**config.mk**
```make
export PLATFORM = sky130hd
export DESIGN_NAME = one_euro_sensor_filter
export DESIGN_NICKNAME = d
export VERILOG_FILES = /design/src/hdl/oesf_pkg.sv /design/src/hdl/one_euro_sensor_filter.sv /design/src/hdl/oesf_ctrl.sv /design/src/hdl/oesf_dp.sv
export SDC_FILE = /design/constraint.sdc
export NUM_CORES = 2
export LEC_CHECK = 0
export ABC_CLOCK_PERIOD_IN_PS = 16200
export BUFFER_PORTS_ARGS = -buffer_cell sky130_fd_sc_hd__clkbuf_2
export CAP_MARGIN = 20
export CORE_ASPECT_RATIO = 1.25
export CORE_MARGIN = 4
export CORE_UTILIZATION = 25
export CTS_CLUSTER_DIAMETER = 80
export DETAILED_ROUTE_END_ITERATION = 10
export SYNTH_ARGS = -nofsm -noshare
export SYNTH_HDL_FRONTEND = slang
export SYNTH_HIERARCHICAL = 1
export SYNTH_SLANG_ARGS = --single-unit
```
**constraint.sdc**
```tcl
create_clock -name clk -period 16.2 [get_ports clk]
set_input_delay 4.05 -clock clk [delete_from_list [all_inputs] [get_ports clk]]
set_output_delay 4.05 -clock clk [all_outputs]
set_load 0.005 [all_outputs]
```
**src/hdl/oesf_pkg.sv**
```systemverilog
// Shared types and constants for the one-euro sensor filter.
// Used by oesf_ctrl, oesf_dp and the top level one_euro_sensor_filter.
package oesf_pkg;

  localparam int SAMPLE_BITS = 16;
  localparam logic [15:0] SAMPLE_MASK = 16'((32'd1 << SAMPLE_BITS) - 1);

  // round(2*pi * 2^16)
  localparam logic [18:0] TWO_PI_Q16 = 19'd411775;

  // quotient bits of the smoothing-factor division (alpha <= 2^16)
  localparam int DIV_STEPS = 17;

  // configuration register indexes
  localparam logic [2:0] REG_MODE   = 3'd0;
  localparam logic [2:0] REG_RATE   = 3'd1;
  localparam logic [2:0] REG_MINCUT = 3'd2;
  localparam logic [2:0] REG_BETA   = 3'd3;
  localparam logic [2:0] REG_DERCUT = 3'd4;

  localparam logic [15:0] RATE_RESET = 16'd1000;

  // filter modes
  localparam logic [1:0] MODE_BYPASS = 2'd0;
  localparam logic [1:0] MODE_LOWPASS = 2'd1;
  localparam logic [1:0] MODE_EURO = 2'd2;

  typedef enum logic [4:0] {
    OP_NONE,
    OP_LOAD,
    OP_DER_MUL,
    OP_DER_SAT,
    OP_ALPHA_MUL,
    OP_ALPHA_SETUP,
    OP_DIV_STEP,
    OP_BL_DIFF,
    OP_BL_LO,
    OP_BL_HI,
    OP_BL_ACC,
    OP_BL_END,
    OP_CUT_LO,
    OP_CUT_HI,
    OP_CUT_ACC,
    OP_CUT_SAT,
    OP_EMIT
  } op_t;

  typedef struct packed {
    op_t  op;
    logic deriv;   // current alpha/blend pass works on the derivative
  } cmd_t;

  typedef struct packed {
    logic [1:0] mode;
    logic       out_busy;
  } stat_t;

endpackage

```
**src/hdl/one_euro_sensor_filter.sv**
```systemverilog
// Top level of the one-euro sensor filter: sequencer plus datapath.
// Depends on oesf_pkg, oesf_ctrl and oesf_dp.
//
//   channel  handshake            payload
//   in       in_valid / in_stall  raw_sample (16 b)
//   out      out_valid/out_stall  filtered_value (32 b, Q16.16)
//   cfg      cfg_we               cfg_index (3 b), cfg_data (16 b)
//
// The bit-serial division of 17 steps runs once per smoothing factor, and
// every product of the datapath is formed in the single
// shared multiplier. One request is in work at a time; the next is taken
// once the result sits in the output register. Reset is synchronous and
// needs no clearing pass. A stalled output holds the block in its emit step.
module one_euro_sensor_filter import oesf_pkg::*; (
  input  logic        clk,
  input  logic        rst,
  input  logic        cfg_we,
  input  logic [2:0]  cfg_index,
  input  logic [15:0] cfg_data,
  input  logic        in_valid,
  output logic        in_stall,
  input  logic [15:0] raw_sample,
  output logic        out_valid,
  input  logic        out_stall,
  output logic [31:0] filtered_value
);

  cmd_t  cmd;
  stat_t stat;

  oesf_ctrl u_ctrl (
    .clk      (clk),
    .rst      (rst),
    .in_valid (in_valid),
    .in_stall (in_stall),
    .stat     (stat),
    .cmd      (cmd)
  );

  oesf_dp u_dp (
    .clk            (clk),
    .rst            (rst),
    .cfg_we         (cfg_we),
    .cfg_index      (cfg_index),
    .cfg_data       (cfg_data),
    .raw_sample     (raw_sample),
    .out_valid      (out_valid),
    .out_stall      (out_stall),
    .filtered_value (filtered_value),
    .cmd            (cmd),
    .stat           (stat)
  );

endmodule

```
**src/hdl/oesf_ctrl.sv**
```systemverilog
// Sequencer for the one-euro sensor filter: steps the datapath through
// derivative, smoothing-factor division, blend and cutoff phases. Uses oesf_pkg.
module oesf_ctrl import oesf_pkg::*; (
  input  logic  clk,
  input  logic  rst,
  input  logic  in_valid,
  output logic  in_stall,
  input  stat_t stat,
  output cmd_t  cmd
);

  typedef enum logic [15:0] {
    S_IDLE  = 16'h0001,
    S_DMUL  = 16'h0002,
    S_DSAT  = 16'h0004,
    S_AMUL  = 16'h0008,
    S_ASET  = 16'h0010,
    S_ADIV  = 16'h0020,
    S_BDIFF = 16'h0040,
    S_BLO   = 16'h0080,
    S_BHI   = 16'h0100,
    S_BACC  = 16'h0200,
    S_BEND  = 16'h0400,
    S_CLO   = 16'h0800,
    S_CHI   = 16'h1000,
    S_CACC  = 16'h2000,
    S_CSAT  = 16'h4000,
    S_EMIT  = 16'h8000
  } state_t;

  state_t     state, state_next;
  logic       deriv_pass, deriv_pass_next;
  logic [4:0] cnt, cnt_next;

  assign in_stall = (state != S_IDLE);

  always_comb begin
    state_next = state;
    deriv_pass_next = deriv_pass;
    cnt_next = cnt;
    cmd.op = OP_NONE;
    cmd.deriv = deriv_pass;
    case (state)
      S_IDLE: begin
        if (in_valid) begin
          cmd.op = OP_LOAD;
          case (stat.mode)
            MODE_LOWPASS: begin
              deriv_pass_next = 1'b0;
              state_next = S_AMUL;
            end
            MODE_EURO: begin
              deriv_pass_next = 1'b1;
              state_next = S_DMUL;
            end
            default: state_next = S_EMIT;
          endcase
        end
      end
      S_DMUL: begin
        cmd.op = OP_DER_MUL;
        state_next = S_DSAT;
      end
      S_DSAT: begin
        cmd.op = OP_DER_SAT;
        state_next = S_AMUL;
      end
      S_AMUL: begin
        cmd.op = OP_ALPHA_MUL;
        state_next = S_ASET;
      end
      S_ASET: begin
        cmd.op = OP_ALPHA_SETUP;
        cnt_next = '0;
        state_next = S_ADIV;
      end
      S_ADIV: begin
        cmd.op = OP_DIV_STEP;
        cnt_next = cnt + 5'd1;
        if (cnt == 5'(DIV_STEPS - 1)) state_next = S_BDIFF;
      end
      S_BDIFF: begin
        cmd.op = OP_BL_DIFF;
        state_next = S_BLO;
      end
      S_BLO: begin
        cmd.op = OP_BL_LO;
        state_next = S_BHI;
      end
      S_BHI: begin
        cmd.op = OP_BL_HI;
        state_next = S_BACC;
      end
      S_BACC: begin
        cmd.op = OP_BL_ACC;
        state_next = S_BEND;
      end
      S_BEND: begin
        cmd.op = OP_BL_END;
        state_next = deriv_pass ? S_CLO : S_EMIT;
      end
      S_CLO: begin
        cmd.op = OP_CUT_LO;
        state_next = S_CHI;
      end
      S_CHI: begin
        cmd.op = OP_CUT_HI;
        state_next = S_CACC;
      end
      S_CACC: begin
        cmd.op = OP_CUT_ACC;
        state_next = S_CSAT;
      end
      S_CSAT: begin
        cmd.op = OP_CUT_SAT;
        deriv_pass_next = 1'b0;
        state_next = S_AMUL;
      end
      S_EMIT: begin
        // hold until the output register can take the request
        if (!stat.out_busy) begin
          cmd.op = OP_EMIT;
          state_next = S_IDLE;
        end
      end
      default: state_next = S_IDLE;
    endcase
  end

  always_ff @(posedge clk) begin
    if (rst) begin
      state <= S_IDLE;
      deriv_pass <= 1'b0;
      cnt <= '0;
    end else begin
      state <= state_next;
      deriv_pass <= deriv_pass_next;
      cnt <= cnt_next;
    end
  end

endmodule

```
**src/hdl/oesf_dp.sv**
```systemverilog
// Datapath of the one-euro sensor filter: configuration, filter state, one shared
// multiplier, a bit-serial divider and the output register. Uses oesf_pkg.
module oesf_dp import oesf_pkg::*; (
  input  logic        clk,
  input  logic        rst,
  input  logic        cfg_we,
  input  logic [2:0]  cfg_index,
  input  logic [15:0] cfg_data,
  input  logic [15:0] raw_sample,
  output logic        out_valid,
  input  logic        out_stall,
  output logic [31:0] filtered_value,
  input  cmd_t        cmd,
  output stat_t       stat
);

  // configuration
  logic [1:0]  mode;
  logic [15:0] rate, min_cut, beta, der_cut;

  // filter state
  logic [15:0] prev;
  logic [31:0] sv;
  logic [47:0] sd;

  // per-item working registers
  logic [15:0]        sample;
  logic [47:0]        dsat;
  logic [15:0]        cut;
  logic signed [43:0] prod;
  logic [40:0]        den, rem;
  logic [16:0]        nbits, q, alpha;
  logic               czero;
  logic signed [48:0] diff;
  logic signed [67:0] acc;

  logic signed [25:0] mul_a;
  logic signed [17:0] mul_b;
  logic [15:0]        cutoff;
  logic [47:0]        xv, yv, mag;
  logic [34:0]        w;
  logic [41:0]        rem2;
  logic [67:0]        bl_sum;
  logic [47:0]        bl_res;
  logic [33:0]        dp34;
  logic [51:0]        cut_hi;
  logic [16:0]        cut_sum;
  logic               bypass, out_take;

  assign bypass = (mode != MODE_LOWPASS) && (mode != MODE_EURO);
  assign out_take = out_valid && !out_stall;
  assign stat.mode = mode;
  assign stat.out_busy = out_valid && out_stall;

  assign cutoff = cmd.deriv ? der_cut : ((mode == MODE_EURO) ? cut : min_cut);
  assign xv = cmd.deriv ? {~dsat[47], dsat[46:0]} : {16'd0, sample, 16'd0};
  assign yv = cmd.deriv ? {~sd[47], sd[46:0]} : {16'd0, sv};
  assign mag = sd[47] ? (48'd0 - sd) : sd;
  assign w = prod[34:0];
  assign rem2 = {rem, nbits[16]};
  assign bl_sum = 68'(acc) + 68'd32768;
  assign bl_res = bl_sum[63:16];
  assign dp34 = prod[33:0];
  assign cut_hi = 52'(acc[67:16]);
  assign cut_sum = {1'b0, cut_hi[15:0]} + {1'b0, min_cut};

  // operand select for the shared multiplier
  always_comb begin
    mul_a = '0;
    mul_b = '0;
    case (cmd.op)
      OP_DER_MUL: begin
        mul_a = 26'(signed'({1'b0, sample} - {1'b0, prev}));
        mul_b = {2'b00, rate};
      end
      OP_ALPHA_MUL: begin
        mul_a = {7'd0, TWO_PI_Q16};
        mul_b = {2'b00, cutoff};
      end
      OP_BL_LO: begin
        mul_a = {2'b00, diff[23:0]};
        mul_b = {1'b0, alpha};
      end
      OP_BL_HI: begin
        mul_a = {diff[48], diff[48:24]};
        mul_b = {1'b0, alpha};
      end
      OP_CUT_LO: begin
        mul_a = {2'b00, mag[23:0]};
        mul_b = {2'b00, beta};
      end
      OP_CUT_HI: begin
        mul_a = {2'b00, mag[47:24]};
        mul_b = {2'b00, beta};
      end
      default: begin
        mul_a = '0;
        mul_b = '0;
      end
    endcase
  end

  always_ff @(posedge clk) begin
    prod <= mul_a * mul_b;
  end

  // configuration and filter state
  always_ff @(posedge clk) begin
    if (rst) begin
      mode <= MODE_BYPASS;
      rate <= RATE_RESET;
      min_cut <= '0;
      beta <= '0;
      der_cut <= '0;
      prev <= '0;
      sv <= '0;
      sd <= '0;
    end else if (cfg_we) begin
      case (cfg_index)
        REG_MODE:   mode <= cfg_data[1:0];
        REG_RATE:   rate <= cfg_data;
        REG_MINCUT: min_cut <= cfg_data;
        REG_BETA:   beta <= cfg_data;
        REG_DERCUT: der_cut <= cfg_data;
        default: ;
      endcase
      if (cfg_index <= REG_DERCUT) begin
        prev <= '0;
        sv <= '0;
        sd <= '0;
      end
    end else begin
      case (cmd.op)
        OP_LOAD: if (bypass) prev <= raw_sample & SAMPLE_MASK;
        OP_DER_SAT: prev <= sample;
        OP_BL_END: begin
          if (cmd.deriv) sd <= {~bl_res[47], bl_res[46:0]};
          else sv <= bl_res[31:0];
        end
        default: ;
      endcase
    end
  end

  // working registers
  always_ff @(posedge clk) begin
    case (cmd.op)
      OP_LOAD: sample <= raw_sample & SAMPLE_MASK;
      OP_DER_SAT: begin
        // saturate (prod << 16) to a signed 48-bit value
        if (dp34[33:31] == 3'b000 || dp34[33:31] == 3'b111) dsat <= {dp34[31:0], 16'd0};
        else if (dp34[33]) dsat <= {1'b1, 47'd0};
        else dsat <= {1'b0, {47{1'b1}}};
      end
      OP_ALPHA_SETUP: begin
        den <= 41'(w) + {1'b0, rate, 24'd0};
        rem <= 41'(w[34:1]);
        nbits <= {w[0], 16'd0};
        q <= '0;
        czero <= (cutoff == 16'd0);
      end
      OP_DIV_STEP: begin
        nbits <= {nbits[15:0], 1'b0};
        if (rem2 >= {1'b0, den}) begin
          rem <= 41'(rem2 - {1'b0, den});
          q <= {q[15:0], 1'b1};
        end else begin
          rem <= rem2[40:0];
          q <= {q[15:0], 1'b0};
        end
      end
      OP_BL_DIFF: begin
        diff <= signed'({1'b0, xv}) - signed'({1'b0, yv});
        acc <= signed'({4'd0, yv, 16'd0});
        alpha <= czero ? 17'd0 : q;
      end
      OP_BL_HI: acc <= acc + 68'(prod);
      OP_BL_ACC: acc <= acc + (68'(prod) <<< 24);
      OP_CUT_HI: acc <= 68'(prod);
      OP_CUT_ACC: acc <= acc + (68'(prod) <<< 24);
      OP_CUT_SAT: begin
        if ((|cut_hi[51:16]) || cut_sum[16]) cut <= 16'hFFFF;
        else cut <= cut_sum[15:0];
      end
      default: ;
    endcase
  end

  // output register
  always_ff @(posedge clk) begin
    if (rst) begin
      out_valid <= 1'b0;
    end else if (cmd.op == OP_EMIT) begin
      out_valid <= 1'b1;
    end else if (out_take) begin
      out_valid <= 1'b0;
    end
  end

  always_ff @(posedge clk) begin
    if (cmd.op == OP_EMIT) begin
      filtered_value <= bypass ? {sample, 16'd0} : sv;
    end
  end

endmodule

```
==> run summary <==
===============================================================================
Startpoint Class ................................................. primary input
Syn Std Cell Area ................................................    53700 µm²
Worst hold path endpoint ......................................... u_dp/der_cut[6]$_SDFFE_PP0P_
Leakage component of the power ...................................      25.2 nW
Max-slew violation total from the final report ...................            0
Root Buffer ......................................................    clkbuf_16
Initial antenna violation count ..................................           20
Cell Count Post-Placement ........................................         8959
VDD IR-drop max ..................................................    0.0607 mV
Most used flip-flop cell after synthesis .........................     edfxtp_1
Crit Reg-Reg Startpoint .......................................... u_ctrl/state[5]$_SDFFE_PP0P_
I/O pin cnt ......................................................           74
Global router's overall resource usage ...........................        18.7%
Maximum clock insertion buffer count .............................            3
Critical path's slowest cell .....................................       o21a_1
Yosys cell types .................................................          102
Detailed placer's ending HPWL ....................................    168000 µm
Placement row count ..............................................          190
Clk slew on worst S/H paths ......................................        60 ps
Post-route DRC violation count ...................................            0
Die outline width ................................................       423 µm
Crit Reg-Reg Endpoint ............................................ u_dp/prod[36]$_DFF_P_
Post-synthesis to final-layout area growth .......................        11.9%
Worst relative slew slack ........................................        20.8%
Floorplan die area ...............................................   222000 µm²
Count of maximum capacitance violations ..........................            0
Share of the clock period used by the worst path .................        87.1%
Power consumption ................................................    0.00388 W
Post-layout nets .................................................         6979
Share of post-route cells with drive strength above 1 ............        7.14%
Vias per std cell ................................................         5.17
Pin count of the biggest net entering global routing .............           82
Async S/R FF share, synth ........................................           0%
Worst R2R Setup Slack ............................................      4020 ps
Post-route ant nets ..............................................            0
Clock H-tree levels ..............................................            3
Standard cell core area ..........................................   214000 µm²
Top fanout value on the critical path ............................           18
Peak per-stage delay on the critical path ........................       880 ps
Worst Hold Depth .................................................            2
Avg Cell Area, Syn ...............................................     8.67 µm²
Count of clock tree sinks ........................................          561
Total of buffers placed on input and output ports ................           73
RSZ-0062 raised after global routing .............................           no
Power density of the placed cells ................................  64.5 nW/µm²
Post-CTS repair timing setup buffer count ........................            0
Detailed Route Iter0 Violations ..................................         4672
Cells on worst reg2reg path ......................................           34
Required time at the worst-slack endpoint ........................     16790 ps
Run status ....................................................... finished clean
Number of flops mapped to enable cells by yosys ..................          332
Timing-limited maximum frequency .................................     70.8 MHz
Number of synthesis warnings .....................................            6
Synthesized instance count .......................................         6196
Placer congestion estimate .......................................        0.988
Seq cells post-synth .............................................          561
Capturing element type of the critical path ......................     register
Final hold violations ............................................            0
TritonCTS Buffers ................................................           73
Routed WL ........................................................    214000 µm
Total of endpoints with negative setup slack in the final report .            0
Die Height .......................................................       526 µm
Via count of the first global-routing pass .......................        46.9k
Min Hold Slack ...................................................       454 ps
Post-route clock skew ............................................      47.9 ps
Data arrival time of the worst path ..............................     14700 ps
Grt ovf ..........................................................            0
Final routed wire length divided by cell count ...................      23.5 µm
First-pass detailed-route iteration total ........................            9
Critical path class .............................................. primary input to register
Fraction of the yosys area taken by sequential cells .............        27.1%
Worst-Skew Late Latency ..........................................       720 ps
Via count ........................................................        47.1k
Initial Utilization ..............................................        25.1%
Hold Crit Start .................................................. u_dp/der_cut[6]$_SDFFE_PP0P_
Number of filler instances in the final layout ...................        22.8k
Final min period .................................................     14120 ps
Number of cells in the finished layout apart from fillers ........         9103
Clock tree from TritonCTS ........................................         done
Transition time of the tightest slew-check pin ...................      1190 ps
Final core occ ...................................................        28.1%
Synthesized Nets .................................................         7018
Worst min-delay path category .................................... register to register
Most used cell along the critical path ...........................         fa_1
Hold-fix buffers, CTS ............................................            0
Count of cells resized by post-cts repair ........................            0
Total Neg Setup Slack ............................................         0 ps
First-pass GRT wire length .......................................    313000 µm
===============================================================================
==> cell usage in the layout (no fill, tap or decap), types with 24 or more instances in the layout <==
| master | n |
|---|---|
| nor2b_1 | 86 |
| a222oi_1 | 28 |
| nor4_1 | 31 |
| o211ai_1 | 24 |
| dfxtp_1 | 227 |
| clkbuf_16 | 74 |
| a21oi_1 | 525 |
| a221oi_1 | 33 |
| nand2b_1 | 41 |
| nor3_1 | 101 |
| clkbuf_2 | 72 |
| o21ai_0 | 237 |
| edfxtp_1 | 332 |
| and2_1 | 63 |
| a22oi_1 | 47 |
| mux2_2 | 31 |
| nand2_1 | 795 |
| ha_1 | 355 |
| o31ai_1 | 32 |
| nand3_1 | 93 |
| nand4_1 | 76 |
| a211oi_1 | 38 |
| o21bai_1 | 38 |
| a31oi_1 | 40 |
| inv_1 | 662 |
| buf_4 | 111 |
| or3_1 | 43 |
| fa_1 | 427 |
| nor2_1 | 525 |
| xor2_1 | 125 |
| o21a_1 | 56 |
| a21o_1 | 122 |
| and3_1 | 60 |
| xnor2_1 | 189 |
| mux2i_1 | 87 |
==> sequential cells by signal, indices dropped and copies added, names as in the netlist, 33 cells and up <==
register and count:
u_dp/acc 68, u_dp/den 41, u_dp/diff 49, u_dp/dsat 33, u_dp/prod 44, u_dp/rem 41, u_dp/sd 48
==> per-stage QoR <==
| step | instance area, µm² | worst slack, ps |
|---|---|---|
| 4_1_cts | 60100 | 2240 |
| 5_1_grt | 60100 | 1570 |
| 2_1_floorplan | 53700 | 3950 |
| 6_report | 60100 | 2080 |
| 3_5_place_dp | 57500 | 1470 |
| 3_3_place_gp | 57500 | 1540 |
==> routing by layer <==
layer	vias to the layer above	track usage, %	part of all wire [%]
li1	21300	-	-
met1	23300	21.8	37
met2	1941	31.1	47
met3	579	3.01	7.0
met4	12	13.7	8.5
met5	-	0	0.037
==> cells by family (layout without fill, tap and decap cells) <==
| family | after synthesis | count (layout) | share of synthesized area (%) |
|---|---|---|---|
| compound gates | 1417 | 1417 | 16.9 |
| buf+inv | 964 | 986 | 6.83 |
| xor+xnor | 314 | 314 | 5.12 |
| mux | 118 | 118 | 2.27 |
| simple gates | 2040 | 2040 | 17.6 |
| flops | 561 | 561 | 27.1 |
| fa+ha+maj | 782 | 782 | 24.2 |
| other cells | 0 | 5 | 0 |
==> power by group <==
part	internal (W)	switching, W	total, W
Clock	0.000986	0.000751	0.00174
Combinational	0.000187	0.000368	0.000555
Sequential	0.00155	0.0000388	0.00159
==> synthesized netlist by cell type, types with 43 or more instances <==
cell type  count  area (µm²)
nand3_1       93         465
clkbuf_1     270        1010
nand4_1       76         475
mux2i_1       87         871
a21o_1       122         916
nor3_1       102         510
xor2_1       125        1090
nor2b_1       86         538
a21oi_1      528        2640
o21ai_0      241        1210
xnor2_1      189        1660
nor2_1       536        2010
nand2_1      795        2980
fa_1         427        8550
ha_1         355        4440
and3_1        60         375
dfxtp_1      229        4580
and2_1        64         400
edfxtp_1     332        9970
inv_1        662        2480
a22oi_1       47         353
or3_1         43         269
o21a_1        56         420
==> how the worst max path moves through the flow <==
stage          slack [ps]  depth (start not counted)                     to      from
5_1_grt              1570                         32  u_dp/prod[36]$_DFF_P_  in_valid
6_report             2080                         32  u_dp/prod[36]$_DFF_P_  in_valid
2_1_floorplan        3950                         34  u_dp/prod[36]$_DFF_P_  in_valid
3_3_place_gp         1540                         32  u_dp/prod[39]$_DFF_P_  in_valid
4_1_cts              2240                         32  u_dp/prod[36]$_DFF_P_  in_valid
3_5_place_dp         1470                         32  u_dp/prod[36]$_DFF_P_  in_valid
==> worst max-delay path, delay by kind of cell <==
kind            cells  cell delay, ps
simple gates        6            1690
buf+inv             7            1110
compound gates     12            4250
fa+ha+maj           7            3530
==> final cells by class <==
type | instances | area [µm²] | share of cell area, %
Clock inverter | 48 | 584 | 0.972
Antenna cell | 5 | 12.5 | 0.0208
Inverter | 662 | 2480 | 4.13
Clock buffer | 88 | 1950 | 3.25
Tap cell | 2880 | 3600 | 5.99
Multi-Input combinational cell | 4671 | 35700 | 59.3
Sequential cell | 561 | 14600 | 24.2
Timing Repair Buffer | 188 | 1250 | 2.08
(Power assumes the default switching activity.)
